<file path="src/hdl/cop_pkg.sv">
package cop_pkg;

    localparam int COORD_W     = 12;
    localparam int SIDE_W      = 13;
    localparam int RAD_W       = 4;
    localparam int OFF_W       = RAD_W + 1;
    localparam int SQ_W        = 2 * RAD_W;
    localparam int VALUE_W     = 16;
    localparam int CFG_INDEX_W = 2;

    localparam int MAX_RADIUS_DEF = 8;
    localparam int MAX_SIDE_DEF   = 4096;
    localparam int SIDE_CAP       = 4096;
    localparam int SIDE_FLOOR     = 16;

    localparam logic [SIDE_W-1:0] WIDTH_RESET  = 13'd640;
    localparam logic [SIDE_W-1:0] HEIGHT_RESET = 13'd480;

    localparam logic [CFG_INDEX_W-1:0] CFG_IMAGE_WIDTH  = 2'd0;
    localparam logic [CFG_INDEX_W-1:0] CFG_IMAGE_HEIGHT = 2'd1;

    typedef struct packed {
        logic [COORD_W-1:0]        centre_col;
        logic [COORD_W-1:0]        centre_row;
        logic [RAD_W-1:0]          radius;
        logic signed [VALUE_W-1:0] paint_value;
    } cop_cmd_word_t;

    typedef struct packed {
        logic [COORD_W-1:0]        pixel_row;
        logic [COORD_W-1:0]        pixel_col;
        logic signed [VALUE_W-1:0] pixel_value;
        logic                      last_pixel;
    } cop_pix_word_t;

    typedef enum logic [1:0] {
        ST_IDLE,
        ST_MOD,
        ST_EMIT
    } cop_state_t;

    typedef enum logic [1:0] {
        PH_ROW_POS,
        PH_ROW_NEG,
        PH_COL_POS,
        PH_COL_NEG
    } cop_phase_t;

    typedef struct packed {
        logic load;
        logic emit;
    } cop_ctl_t;

    typedef struct packed {
        logic r_zero;
        logic rem_done;
        logic out_free;
        logic last;
    } cop_sts_t;

    function automatic logic [SIDE_W-1:0] side_limit(
        input logic [SIDE_W-1:0] v,
        input logic [SIDE_W-1:0] hi
    );
        logic [SIDE_W-1:0] res;
        if (v < SIDE_W'(SIDE_FLOOR))
            res = SIDE_W'(SIDE_FLOOR);
        else if (v > hi)
            res = hi;
        else
            res = v;
        return res;
    endfunction

    function automatic logic [RAD_W-1:0] isqrt(input logic [SQ_W-1:0] n);
        logic [RAD_W-1:0] res;
        res = '0;
        for (int k = 1; k <= MAX_RADIUS_DEF; k++)
        begin
            if (int'(n) >= k * k)
                res = RAD_W'(k);
        end
        return res;
    endfunction

    function automatic logic [COORD_W-1:0] wrap_add(
        input logic [COORD_W-1:0]      base,
        input logic signed [OFF_W-1:0] off,
        input logic [SIDE_W-1:0]       size
    );
        logic signed [SIDE_W+1:0] v;
        logic signed [SIDE_W+1:0] sz;
        v  = $signed({{(SIDE_W + 2 - COORD_W){1'b0}}, base})
           + $signed({{(SIDE_W + 2 - OFF_W){off[OFF_W-1]}}, off});
        sz = $signed({2'b00, size});
        if (v < 0)
            v = v + sz;
        else if (v >= sz)
            v = v - sz;
        return v[COORD_W-1:0];
    endfunction

endpackage

</file>
<file path="src/hdl/circle_outline_pixel_generator.sv">
// Circle outline pixel generator.
// cmd channel (cmd_valid / cmd_stall / cmd): one word per circle holding
// centre column, centre row, radius and paint value. A radius above
// MAX_RADIUS draws at MAX_RADIUS; radius 0 is taken while idle and
// draws nothing.
// pix channel (pix_valid / pix_stall / pix): 8*r pixel writes per circle,
// rows and columns already wrapped into the image; last_pixel marks the
// final write of the circle.
// cfg channel (cfg_valid / cfg_ready / cfg_index / cfg_data): index 0 is
// image width, index 1 image height; other indexes are ignored. Write only
// while no circle is in flight. Sizes are clamped to 16..min(4096, MAX_SIDE).
// Timing: after a command is taken, a 12-step remainder unit per axis
// reduces the centre modulo the image size, then one pixel leaves per
// cycle while pix_stall is low; after the final pixel the block returns
// to idle, where it takes the next command. The output register lets
// the next command enter while the final pixel still waits. While
// pix_stall is high with a valid pixel held, the pixel word holds and
// generation pauses. Reset clears the control state and loads 640 x 480.
module circle_outline_pixel_generator #(
    parameter int MAX_RADIUS = cop_pkg::MAX_RADIUS_DEF,
    parameter int MAX_SIDE   = cop_pkg::MAX_SIDE_DEF
) (
    input  logic                              clk,
    input  logic                              rst_n,
    input  logic                              cmd_valid,
    output logic                              cmd_stall,
    input  cop_pkg::cop_cmd_word_t            cmd,
    output logic                              pix_valid,
    input  logic                              pix_stall,
    output cop_pkg::cop_pix_word_t            pix,
    input  logic                              cfg_valid,
    output logic                              cfg_ready,
    input  logic [cop_pkg::CFG_INDEX_W-1:0]   cfg_index,
    input  logic [cop_pkg::SIDE_W-1:0]        cfg_data
);
    import cop_pkg::*;

    cop_ctl_t ctl;
    cop_sts_t sts;

    assign cfg_ready = 1'b1;

    cop_ctrl u_ctrl (
        .clk       (clk),
        .rst_n     (rst_n),
        .cmd_valid (cmd_valid),
        .cmd_stall (cmd_stall),
        .ctl       (ctl),
        .sts       (sts)
    );

    cop_dp #(
        .MAX_RADIUS (MAX_RADIUS),
        .MAX_SIDE   (MAX_SIDE)
    ) u_dp (
        .clk       (clk),
        .rst_n     (rst_n),
        .cfg_we    (cfg_valid && cfg_ready),
        .cfg_index (cfg_index),
        .cfg_data  (cfg_data),
        .cmd       (cmd),
        .pix_stall (pix_stall),
        .pix_valid (pix_valid),
        .pix       (pix),
        .ctl       (ctl),
        .sts       (sts)
    );

endmodule

</file>
<file path="src/hdl/cop_rem.sv">
module cop_rem (
    input  logic                          clk,
    input  logic                          rst_n,
    input  logic                          start,
    input  logic [cop_pkg::COORD_W-1:0]   dividend,
    input  logic [cop_pkg::SIDE_W-1:0]    divisor,
    output logic [cop_pkg::COORD_W-1:0]   rem,
    output logic                          done
);
    import cop_pkg::*;

    localparam int CNT_W = $clog2(COORD_W);

    logic [COORD_W-1:0] rem_reg, rem_next;
    logic [COORD_W-1:0] dvd_reg;
    logic [SIDE_W-1:0]  div_reg;
    logic [CNT_W-1:0]   cnt_reg;
    logic               busy_reg;
    logic [SIDE_W-1:0]  trial;

    always_comb
    begin
        trial = {rem_reg, dvd_reg[COORD_W-1]};
        if (trial >= div_reg)
            trial = trial - div_reg;
        rem_next = trial[COORD_W-1:0];
    end

    always_ff @(posedge clk or negedge rst_n)
    begin
        if (!rst_n)
        begin
            busy_reg <= 1'b0;
            cnt_reg  <= '0;
        end
        else if (start)
        begin
            busy_reg <= 1'b1;
            cnt_reg  <= CNT_W'(COORD_W - 1);
        end
        else if (busy_reg)
        begin
            cnt_reg <= cnt_reg - CNT_W'(1);
            if (cnt_reg == '0)
                busy_reg <= 1'b0;
        end
    end

    always_ff @(posedge clk)
    begin
        if (start)
        begin
            rem_reg <= '0;
            dvd_reg <= dividend;
            div_reg <= divisor;
        end
        else if (busy_reg)
        begin
            rem_reg <= rem_next;
            dvd_reg <= {dvd_reg[COORD_W-2:0], 1'b0};
        end
    end

    assign rem  = rem_reg;
    assign done = !busy_reg;

endmodule

</file>
<file path="src/hdl/cop_dp.sv">
module cop_dp #(
    parameter int MAX_RADIUS = cop_pkg::MAX_RADIUS_DEF,
    parameter int MAX_SIDE   = cop_pkg::MAX_SIDE_DEF
) (
    input  logic                              clk,
    input  logic                              rst_n,
    input  logic                              cfg_we,
    input  logic [cop_pkg::CFG_INDEX_W-1:0]   cfg_index,
    input  logic [cop_pkg::SIDE_W-1:0]        cfg_data,
    input  cop_pkg::cop_cmd_word_t            cmd,
    input  logic                              pix_stall,
    output logic                              pix_valid,
    output cop_pkg::cop_pix_word_t            pix,
    input  cop_pkg::cop_ctl_t                 ctl,
    output cop_pkg::cop_sts_t                 sts
);
    import cop_pkg::*;

    localparam int SideHiInt = (MAX_SIDE < SIDE_CAP) ? MAX_SIDE : SIDE_CAP;
    localparam logic [SIDE_W-1:0] SideHi = SIDE_W'(SideHiInt);
    localparam logic [RAD_W-1:0]  RadMax = RAD_W'(MAX_RADIUS);

    logic [SIDE_W-1:0]         width_reg, height_reg;
    logic [SIDE_W-1:0]         size_w_reg, size_h_reg;
    logic [RAD_W-1:0]          r_reg;
    logic signed [VALUE_W-1:0] value_reg;
    logic signed [OFF_W-1:0]   i_reg;
    logic [RAD_W-1:0]          j_reg;
    cop_phase_t                phase_reg;
    cop_pix_word_t             pix_reg;
    logic                      pix_valid_reg, pix_valid_next;

    logic [SIDE_W-1:0]         w_lim, h_lim;
    logic [RAD_W-1:0]          r_sat;
    logic [COORD_W-1:0]        x_mod, y_mod;
    logic                      x_done, y_done;
    logic signed [OFF_W-1:0]   i_inc, i_abs, i_end, j_pos, j_neg, roff, coff;
    logic [SQ_W-1:0]           rr, ii;
    logic [COORD_W-1:0]        row, col;
    logic                      last;

    always_ff @(posedge clk or negedge rst_n)
    begin
        if (!rst_n)
        begin
            width_reg  <= WIDTH_RESET;
            height_reg <= HEIGHT_RESET;
        end
        else if (cfg_we)
        begin
            unique case (cfg_index)
                CFG_IMAGE_WIDTH:  width_reg  <= cfg_data;
                CFG_IMAGE_HEIGHT: height_reg <= cfg_data;
                default: ;
            endcase
        end
    end

    assign w_lim = side_limit(width_reg, SideHi);
    assign h_lim = side_limit(height_reg, SideHi);
    assign r_sat = (cmd.radius > RadMax) ? RadMax : cmd.radius;

    cop_rem u_rem_x (
        .clk      (clk),
        .rst_n    (rst_n),
        .start    (ctl.load),
        .dividend (cmd.centre_col),
        .divisor  (w_lim),
        .rem      (x_mod),
        .done     (x_done)
    );

    cop_rem u_rem_y (
        .clk      (clk),
        .rst_n    (rst_n),
        .start    (ctl.load),
        .dividend (cmd.centre_row),
        .divisor  (h_lim),
        .rem      (y_mod),
        .done     (y_done)
    );

    always_comb
    begin
        i_inc = i_reg + OFF_W'(1);
        i_abs = i_inc[OFF_W-1] ? -i_inc : i_inc;
        ii    = SQ_W'(i_abs[RAD_W-1:0]) * SQ_W'(i_abs[RAD_W-1:0]);
        rr    = SQ_W'(r_reg) * SQ_W'(r_reg);
        i_end = $signed({1'b0, r_reg}) - OFF_W'(1);
        j_pos = $signed({1'b0, j_reg});
        j_neg = OFF_W'(0) - j_pos;
        unique case (phase_reg)
            PH_ROW_POS: begin roff = j_pos; coff = i_reg; end
            PH_ROW_NEG: begin roff = j_neg; coff = i_reg; end
            PH_COL_POS: begin roff = i_reg; coff = j_pos; end
            PH_COL_NEG: begin roff = i_reg; coff = j_neg; end
            default:    begin roff = '0;    coff = '0;    end
        endcase
        row  = wrap_add(y_mod, roff, size_h_reg);
        col  = wrap_add(x_mod, coff, size_w_reg);
        last = (phase_reg == PH_COL_NEG) && (i_reg == i_end);
    end

    always_ff @(posedge clk)
    begin
        if (ctl.load)
        begin
            size_w_reg <= w_lim;
            size_h_reg <= h_lim;
            r_reg      <= r_sat;
            value_reg  <= cmd.paint_value;
            i_reg      <= OFF_W'(0) - $signed({1'b0, r_sat});
            j_reg      <= '0;
            phase_reg  <= PH_ROW_POS;
        end
        else if (ctl.emit)
        begin
            phase_reg <= cop_phase_t'(phase_reg + 2'd1);
            if (phase_reg == PH_COL_NEG)
            begin
                i_reg <= i_inc;
                j_reg <= isqrt(rr - ii);
            end
        end
    end

    always_comb
    begin
        if (ctl.emit)
            pix_valid_next = 1'b1;
        else if (!pix_stall)
            pix_valid_next = 1'b0;
        else
            pix_valid_next = pix_valid_reg;
    end

    always_ff @(posedge clk or negedge rst_n)
    begin
        if (!rst_n)
            pix_valid_reg <= 1'b0;
        else
            pix_valid_reg <= pix_valid_next;
    end

    always_ff @(posedge clk)
    begin
        if (ctl.emit)
        begin
            pix_reg.pixel_row   <= row;
            pix_reg.pixel_col   <= col;
            pix_reg.pixel_value <= value_reg;
            pix_reg.last_pixel  <= last;
        end
    end

    assign pix_valid    = pix_valid_reg;
    assign pix          = pix_reg;
    assign sts.r_zero   = (cmd.radius == '0);
    assign sts.rem_done = x_done && y_done;
    assign sts.out_free = !pix_valid_reg || !pix_stall;
    assign sts.last     = last;

    a_centre_reduced: assert property (@(posedge clk) disable iff (!rst_n)
        ctl.emit |-> ({1'b0, x_mod} < size_w_reg) && ({1'b0, y_mod} < size_h_reg))
        else $error("centre not reduced below image size at emit");

    a_root_bounded: assert property (@(posedge clk) disable iff (!rst_n)
        ctl.emit |-> (j_reg <= r_reg) && (i_reg >= -$signed({1'b0, r_reg})))
        else $error("offset outside circle radius at emit");

endmodule

</file>
<file path="src/hdl/cop_ctrl.sv">
module cop_ctrl (
    input  logic                clk,
    input  logic                rst_n,
    input  logic                cmd_valid,
    output logic                cmd_stall,
    output cop_pkg::cop_ctl_t   ctl,
    input  cop_pkg::cop_sts_t   sts
);
    import cop_pkg::*;

    cop_state_t state_reg, state_next;

    always_comb
    begin
        state_next = state_reg;
        unique case (state_reg)
            ST_IDLE:
            begin
                if (cmd_valid && !sts.r_zero)
                    state_next = ST_MOD;
            end
            ST_MOD:
            begin
                if (sts.rem_done)
                    state_next = ST_EMIT;
            end
            ST_EMIT:
            begin
                if (sts.out_free && sts.last)
                    state_next = ST_IDLE;
            end
            default: state_next = ST_IDLE;
        endcase
    end

    always_comb
    begin
        cmd_stall = 1'b1;
        ctl       = '0;
        unique case (state_reg)
            ST_IDLE:
            begin
                cmd_stall = 1'b0;
                ctl.load  = cmd_valid && !sts.r_zero;
            end
            ST_MOD: ;
            ST_EMIT:
            begin
                ctl.emit = sts.out_free;
            end
            default: ;
        endcase
    end

    always_ff @(posedge clk or negedge rst_n)
    begin
        if (!rst_n)
            state_reg <= ST_IDLE;
        else
            state_reg <= state_next;
    end

    a_emit_after_root: assert property (@(posedge clk) disable iff (!rst_n)
        (state_reg == ST_EMIT) |-> sts.rem_done)
        else $error("emitting before centre reduction finished");

    a_zero_radius_idle: assert property (@(posedge clk) disable iff (!rst_n)
        (state_reg == ST_IDLE && cmd_valid && sts.r_zero) |=> (state_reg == ST_IDLE))
        else $error("zero radius command left idle");

endmodule

</file>
<file path="config.mk">
export PLATFORM = sky130hd
export DESIGN_NAME = circle_outline_pixel_generator
export DESIGN_NICKNAME = d
export VERILOG_FILES = /design/src/hdl/cop_pkg.sv /design/src/hdl/circle_outline_pixel_generator.sv /design/src/hdl/cop_rem.sv /design/src/hdl/cop_dp.sv /design/src/hdl/cop_ctrl.sv
export SDC_FILE = /design/constraint.sdc
export NUM_CORES = 1
export LEC_CHECK = 0
export ABC_CLOCK_PERIOD_IN_PS = 4850
export BUFFER_PORTS_ARGS = -buffer_cell sky130_fd_sc_hd__clkbuf_2
export CORE_MARGIN = 3
export CORE_UTILIZATION = 40
export DETAILED_ROUTE_END_ITERATION = 6
export GPL_ROUTABILITY_DRIVEN = 0
export PLACE_DENSITY = 0.62
export SLEW_MARGIN = 0
export SYNTH_ARGS = -nofsm -noshare
export SYNTH_HDL_FRONTEND = slang
export SYNTH_SLANG_ARGS = --single-unit
</file>
<file path="constraint.sdc">
create_clock -name clk -period 4.85 [get_ports clk]
set_input_delay 0 -clock clk [delete_from_list [all_inputs] [get_ports clk]]
set_output_delay 0 -clock clk [all_outputs]
set_load 0.03 [all_outputs]
</file>
; Yosys cells after proc, flatten, opt, wreduce, memory -nomap -nowiden
; Index checks and enable logic that the tools add are counted.
[totals]
regBits = 185
elab_cells = 149
in_bits = 64
[classes]
n_mux = 46
reduce_logical = 29
n_eq_ne = 11
n_lt_le_gt_ge = 19
multipliers = 2
addsub = 17
[op_table]
columns = operator, count
row1 = $mux W12, 10
row2 = $sub A12 B12 Y12, 4
row3 = $pmux W5 S3, 2
row4 = $add A13 B5 Y14, 2
row5 = $ge A14 B14 Y1, 2
row6 = $lt A14 B1 Y1 const B, 2
row7 = $mux W4, 7
row8 = $ge A13 B13 Y1, 2
row9 = $gt A13 B13 Y1 const B, 2
row10 = $lt A13 B5 Y1 const B, 2
row11 = $mux W13, 2
row12 = $add A12 B12 Y12, 2
row13 = $ge A8 B5 Y1 const B, 2
row14 = $ge A8 B6 Y1 const B, 2
row15 = $mul A4 B4 Y8, 2
row16 = $mux W5, 3
row17 = $logic_not A4 Y1, 3
row18 = $mux W1, 12
row19 = $mux W3, 4
row20 = $mux W2, 5
row21 = $sub A1 B4 Y5 const A, 2
row22 = $ge A8 B1 Y1 const B, 1
row23 = $ge A8 B3 Y1 const B, 1
row24 = $ge A8 B4 Y1 const B, 1
row25 = 22 further kinds, 47

; Depth between registers and ports, before layout
[logic_depth]
depth_word = 14
mapped_depth = 24

; Modules after synthesis
; A second synthesis with hierarchy kept.
[hier_totals]
cells_unflattened = 1455
hier_area_um2 = 14780.4
[modules_own_cells]
columns = module, seq_area_each_um2, n_inst, area_each_um2, cells_per_inst
row1 = cop_dp, 3565.9, 1, 9566.7, 969
row2 = cop_rem, 1116.1, 2, 2541.2, 237
row3 = cop_ctrl, 50.0, 1, 120.1, 10
row4 = circle_outline_pixel_generator, 0.0, 1, 11.3, 2

; Worst setup path after synthesis
; OpenSTA, ideal clock, no wires.
[synth_path]
path_kind = reg2reg
start = reg u_dp.phase_reg[1]
end = reg u_dp.pix_reg (netlist bit u_dp.pix[30]), data pin
stages_incl_launch_ff = 22
path_buffers = 3
arrival_time_ns = 4.864
setup_time_ns = 0.262
slack_ns = -0.276
path_cell_list = dfxtp_1 clkbuf_1 inv_1 ha_1 a21oi_1 ha_1 and3_4 a221oi_4 a211oi_2 nor3_1 o21bai_1 xor2_1 inv_1 ha_1 clkbuf_1 a2111oi_0 nor2b_1 a311oi_2 clkbuf_1 nor2_1 a211oi_1 a21oi_1
[synth_via]
elab_chain_len = 7
word_cells_on_any_way = 13
classes_between = 3 x add/sub / 2 x order compare / 3 x eq/ne / 3 x mux / 2 x reduce/logical
[synth_lines]
columns = element, line
row1 = start: declaration, cop_dp.sv:29  ; cop_phase_t phase_reg;
row2 = start signal: assignment, cop_dp.sv:118  ; phase_reg <= cop_phase_t'(phase_reg + 2'd1);
row3 = $eq A2 B2 Y1, cop_dp.sv:92  ; unique case (phase_reg)
row4 = $reduce_or A2 Y1 (no line), n/a
row5 = $pmux W5 S3 *, cop_dp.sv:92
row6 = $add A13 B5 Y14 *, cop_pkg.sv:94  ; + $signed({{(SIDE_W + 2 - OFF_W){off[OFF_W-1]}}, off});
row7 = $sub A12 B12 Y12 or $ge A14 B14 Y1 (tied branches), "cop_pkg.sv:99, cop_pkg.sv:98"
row8 = $mux W12, cop_pkg.sv:98  ; else if (v >= sz)
row9 = $mux W12 *, cop_pkg.sv:96  ; if (v < 0)
row10 = named net u_dp.row[1], cop_dp.sv:39  ; logic [COORD_W-1:0] row, col;
row11 = end: declaration, cop_dp.sv:30  ; cop_pix_word_t pix_reg;
; The timed path passes the listed nets; every way through them passes the cells marked *.
; A chain may end at the register's enable or synchronous reset.

; Worst setup path in the final report
[layout_path]
start = reg u_dp.j_reg[0]
end = reg u_dp.pix_reg (netlist bit u_dp.pix[17]), data pin
[layout_via]
elab_chain_len = 6
word_cells_on_any_way = 9
classes_between = 4 x add/sub / 2 x order compare / 3 x mux
[layout_lines]
columns = element, line
row1 = start: declaration, cop_dp.sv:28  ; logic [RAD_W-1:0] j_reg;
row2 = start signal: assignment, cop_dp.sv:122  ; j_reg <= isqrt(rr - ii);
row3 = $sub A1 B4 Y5, cop_dp.sv:91  ; j_neg = OFF_W'(0) - j_pos;
row4 = $pmux W5 S3 *, cop_dp.sv:92
row5 = $add A13 B5 Y14 *, cop_pkg.sv:94
row6 = $sub A12 B12 Y12 or $ge A14 B14 Y1 (tied branches), "cop_pkg.sv:99, cop_pkg.sv:98"
row7 = $mux W12, cop_pkg.sv:98
row8 = $mux W12 *, cop_pkg.sv:96
row9 = named net u_dp.col[0], cop_dp.sv:39
; Marked as above.

==> out/results.env <==
STATUS='finished clean'
DRIVE_GT1_SHARE_PCT=20.8
PATH_MAX_FANOUT=6
FINAL-HOLD-VIOLATION-COUNT=0
SYNTH-MAIN-FF-CELL='edfxtp_1'
SYNTH_ENABLE_FLOP_CELLS=116
CRITICAL_PATH_CLASS='flip-flop to flip-flop'
SYNTH.AREA.TOP_CELLS='edfxtp_1 (27%), ha_1 (12%), dfrtp_1 (6.4%)'
SYNTHTOPCELLSBYCOUNT='nand2_1 (146), ha_1 (125), inv_1 (125)'
DIEAREA_UM2=34700
ASYNC_RESET_FF_SHARE_PCT=21.1
INITIAL_UTILIZATION_PCT=40.8
CTS-ROOT-BUF='clkbuf_16'
SYN-INSTANCE-COUNT=1347
LAYOUT.CELLS.NON_FILLER=2027
HOLDCRITPATHCLASS='input pin to flip-flop'
GRT_MAX_DEGREE=47
CLOCK_SINK_COUNT=185
YOSYSUNIQUECELLTYPES=82
GR-USAGE-ALL-LAYERS_PCT=18.2
ANTENNA_CELLS_INSERTED=0
TRITONCTS='built'
FP.DIEH_UM=186
FINALNETCOUNT=1788
ARRIVAL_NS=4.86
DR_ITER_0_VIOLS=640
SYNTH-SEQ-AREA-SHARE_PCT=39.0
MAXCLOCKFREQUENCY_GHz=0.214
YOSYSWARNINGCOUNT=0
MAX_CAP_VIOL_COUNT=0
DETAIL_ROUTE.WL_PER_CELL_UM=15.8
ROUTE.DETAILED.VIAS_PER_INST=5.23
WORSTSETUPENDPOINTTYPE='flip-flop'
SYN-CELL-AREA_UM2=13000
H-TREE-DEPTH=4
TIMING.SLEW.HEADROOM_PCT=30.7
ANT_NETS=0
DESIGN.PORTCOUNT=108
FINAL_MAX_SLEW_VIOL_COUNT=0
REQUIRED_NS=5.04
CLK_PIN_SLEW_NS=0.08
LAYOUT.FILLER_CELLS=2883
IO_BUFFERS=106
LARGEST_REGISTER_FFS=41
PLACEMENT_ROWS=65
VIAS=10600
GRT_PASS1_WL_UM=50800
WORST_SKEW_PAIR.LATE_LATENCY_NS=0.44
ROUTED_WIRELENGTH_UM=32100
DETAILED_PLACE_HPWL_UM=24300
CTS_BUFFERS=17
DIEWIDTH_UM=186
ANTENNA_VIOLATIONS_BEFORE_REPAIR=0
PERIOD_SHARE_PCT=96.2
CORE_AREA_UM2=31800
SETUP_VIOLATIONS=0
SYNTHTOLAYOUTAREAGROWTH_PCT=23.5
SYNTHDOMINANTCELLAREASHARE_PCT=26.8
SYNTH.MOST_COMMON_CELL='nand2_1'
WORST_TRAN_PIN_VALUE_NS=1.04
FINCLKSKEW_NS=0.0161
SYNTH_SEQ_CELLS=185
POST_SYNTH.CELL_AREA_AVG_UM2=9.64
GRT_PASS1_VIAS=10300
SYNTH.LARGEST_AREA_CELL='edfxtp_1'
CLOCKBUFFERDEPTH=2
CELL_AREA_AFTER_PLACEMENT_UM2=14500
R2R_SLACK_NS=0.19
DRT_PASS1_ITERATIONS=5
PLACED_CELLS_INCL_TAPS=1925
GLOBAL_ROUTE.OVERFLOW_TOTAL=0
DETAIL_ROUTE.DRC_VIOLATIONS=0
STARTPOINT_TYPE='flip-flop'
POSTLAYOUTCELLAREA_UM2=16000
MAPPEDNETLISTNETS=1556
MIN_PERIOD_NS=4.66
## routing by layer
layer / part of all wire (%) / global-route usage [%] / vias up
met5: 0 / 0 / -
met4: 1.8 / 4.94 / 0
met3: 3.1 / 2.76 / 43
met2: 49 / 31.2 / 184
met1: 46 / 24.2 / 5090
li1: - / - / 5293
## final timing paths
path / startpoint / end / cells past startpoint
worst max-delay path: u_dp.j_reg[0] / u_dp.pix[17] / 20
worst min-delay path: cfg_index[1] / u_dp.width_reg[3] / 3
worst max register to register: u_dp.j_reg[0] / u_dp.pix[17] / 20
worst min register to register: u_dp.value_reg[1] / u_dp.pix[2] / 0
max in group asynchronous: rst_n / u_dp.height_reg[0] / 2
min in group asynchronous: rst_n / u_dp.pix_valid / 2
## through the flow
step	utilization [%]	TNS (ns)	hold WS, ns	setup WS (ns)
3_5_place_dp	45.6	-1.42	0.179	-0.173
2_1_floorplan	-	0	-0.296	0.0287
6_report	50.5	0	0.0826	0.186
5_1_grt	50.5	-0.511	0.0764	-0.0744
3_3_place_gp	45.6	0	0.177	0.0221
4_1_cts	49.5	0	0.0614	0.0142
## area by class of cell
class	instances	area, um^2	area share, %
inverter	126	473	2.95
tap	435	544	3.39
clock inverter	15	181	1.13
timing repair buffer	256	1810	11.3
multi-input combinational	993	7530	47.0
sequential	185	5070	31.6
clock buffer	17	425	2.65
## kinds of logic (layout without fill, tap and decap cells)
group | after synthesis | count (layout) | share of synthesized area, %
AO/OA/AOI/OAI | 333 | 333 | 16.9
XOR/XNOR | 79 | 79 | 5.43
adder cells (fa/ha/maj) | 145 | 145 | 15.1
buffers and inverters | 169 | 414 | 5.01
flip-flops | 185 | 185 | 39.0
multiplexers | 52 | 52 | 4.32
other | 1 | 1 | 0.0289
AND/OR/NAND/NOR | 383 | 383 | 14.2
## layout by cell type, fill, tap and decap left out, types with 10 or more instances in the layout
master / n
nand2_1: 145
inv_1: 123
ha_1: 118
edfxtp_1: 116
clkbuf_2: 106
a21oi_1: 91
buf_4: 88
nor2_1: 66
dlygate4sd3_1: 60
o21ai_0: 59
xnor2_1: 48
mux2_2: 33
dfrtp_1: 33
nor2b_1: 30
nor3_1: 28
dfxtp_1: 28
xor2_1: 27
a21o_1: 19
fa_1: 19
and2_1: 18
mux2i_1: 18
clkbuf_16: 17
o21a_1: 16
a31oi_1: 14
or3_1: 12
nor4_1: 12
nand2b_1: 11
a22oi_1: 10
## critical path, cell delays in order (launching register included)
cell	delay, ns
dfxtp_1	0.34
inv_1	0.06
ha_1	0.30
a22o_1	0.23
a21o_1	0.18
buf_4	0.13
ha_1	0.29
a211oi_2	0.22
o21a_1	0.19
nor2_1	0.07
a21oi_2	0.16
buf_4	0.13
xnor2_1	0.15
ha_1	0.32
nor4b_1	0.16
and3_1	0.23
o31ai_4	0.42
nand4_1	0.23
nand2_2	0.14
buf_6	0.13
mux2_2	0.33
## timing repair
item                                    4_1_cts  5_1_grt
cloned                                        0        1
resized for setup                             6       61
pin swaps                                     0       27
hold endpoints to repair                    106        0
endpoints found under the setup margin       14       28
hold buffers                                 60        0
buffers inserted                              0        9
Power is not shown: default switching activity piles up to over one toggle a cycle in this logic, so the estimate is an artifact.
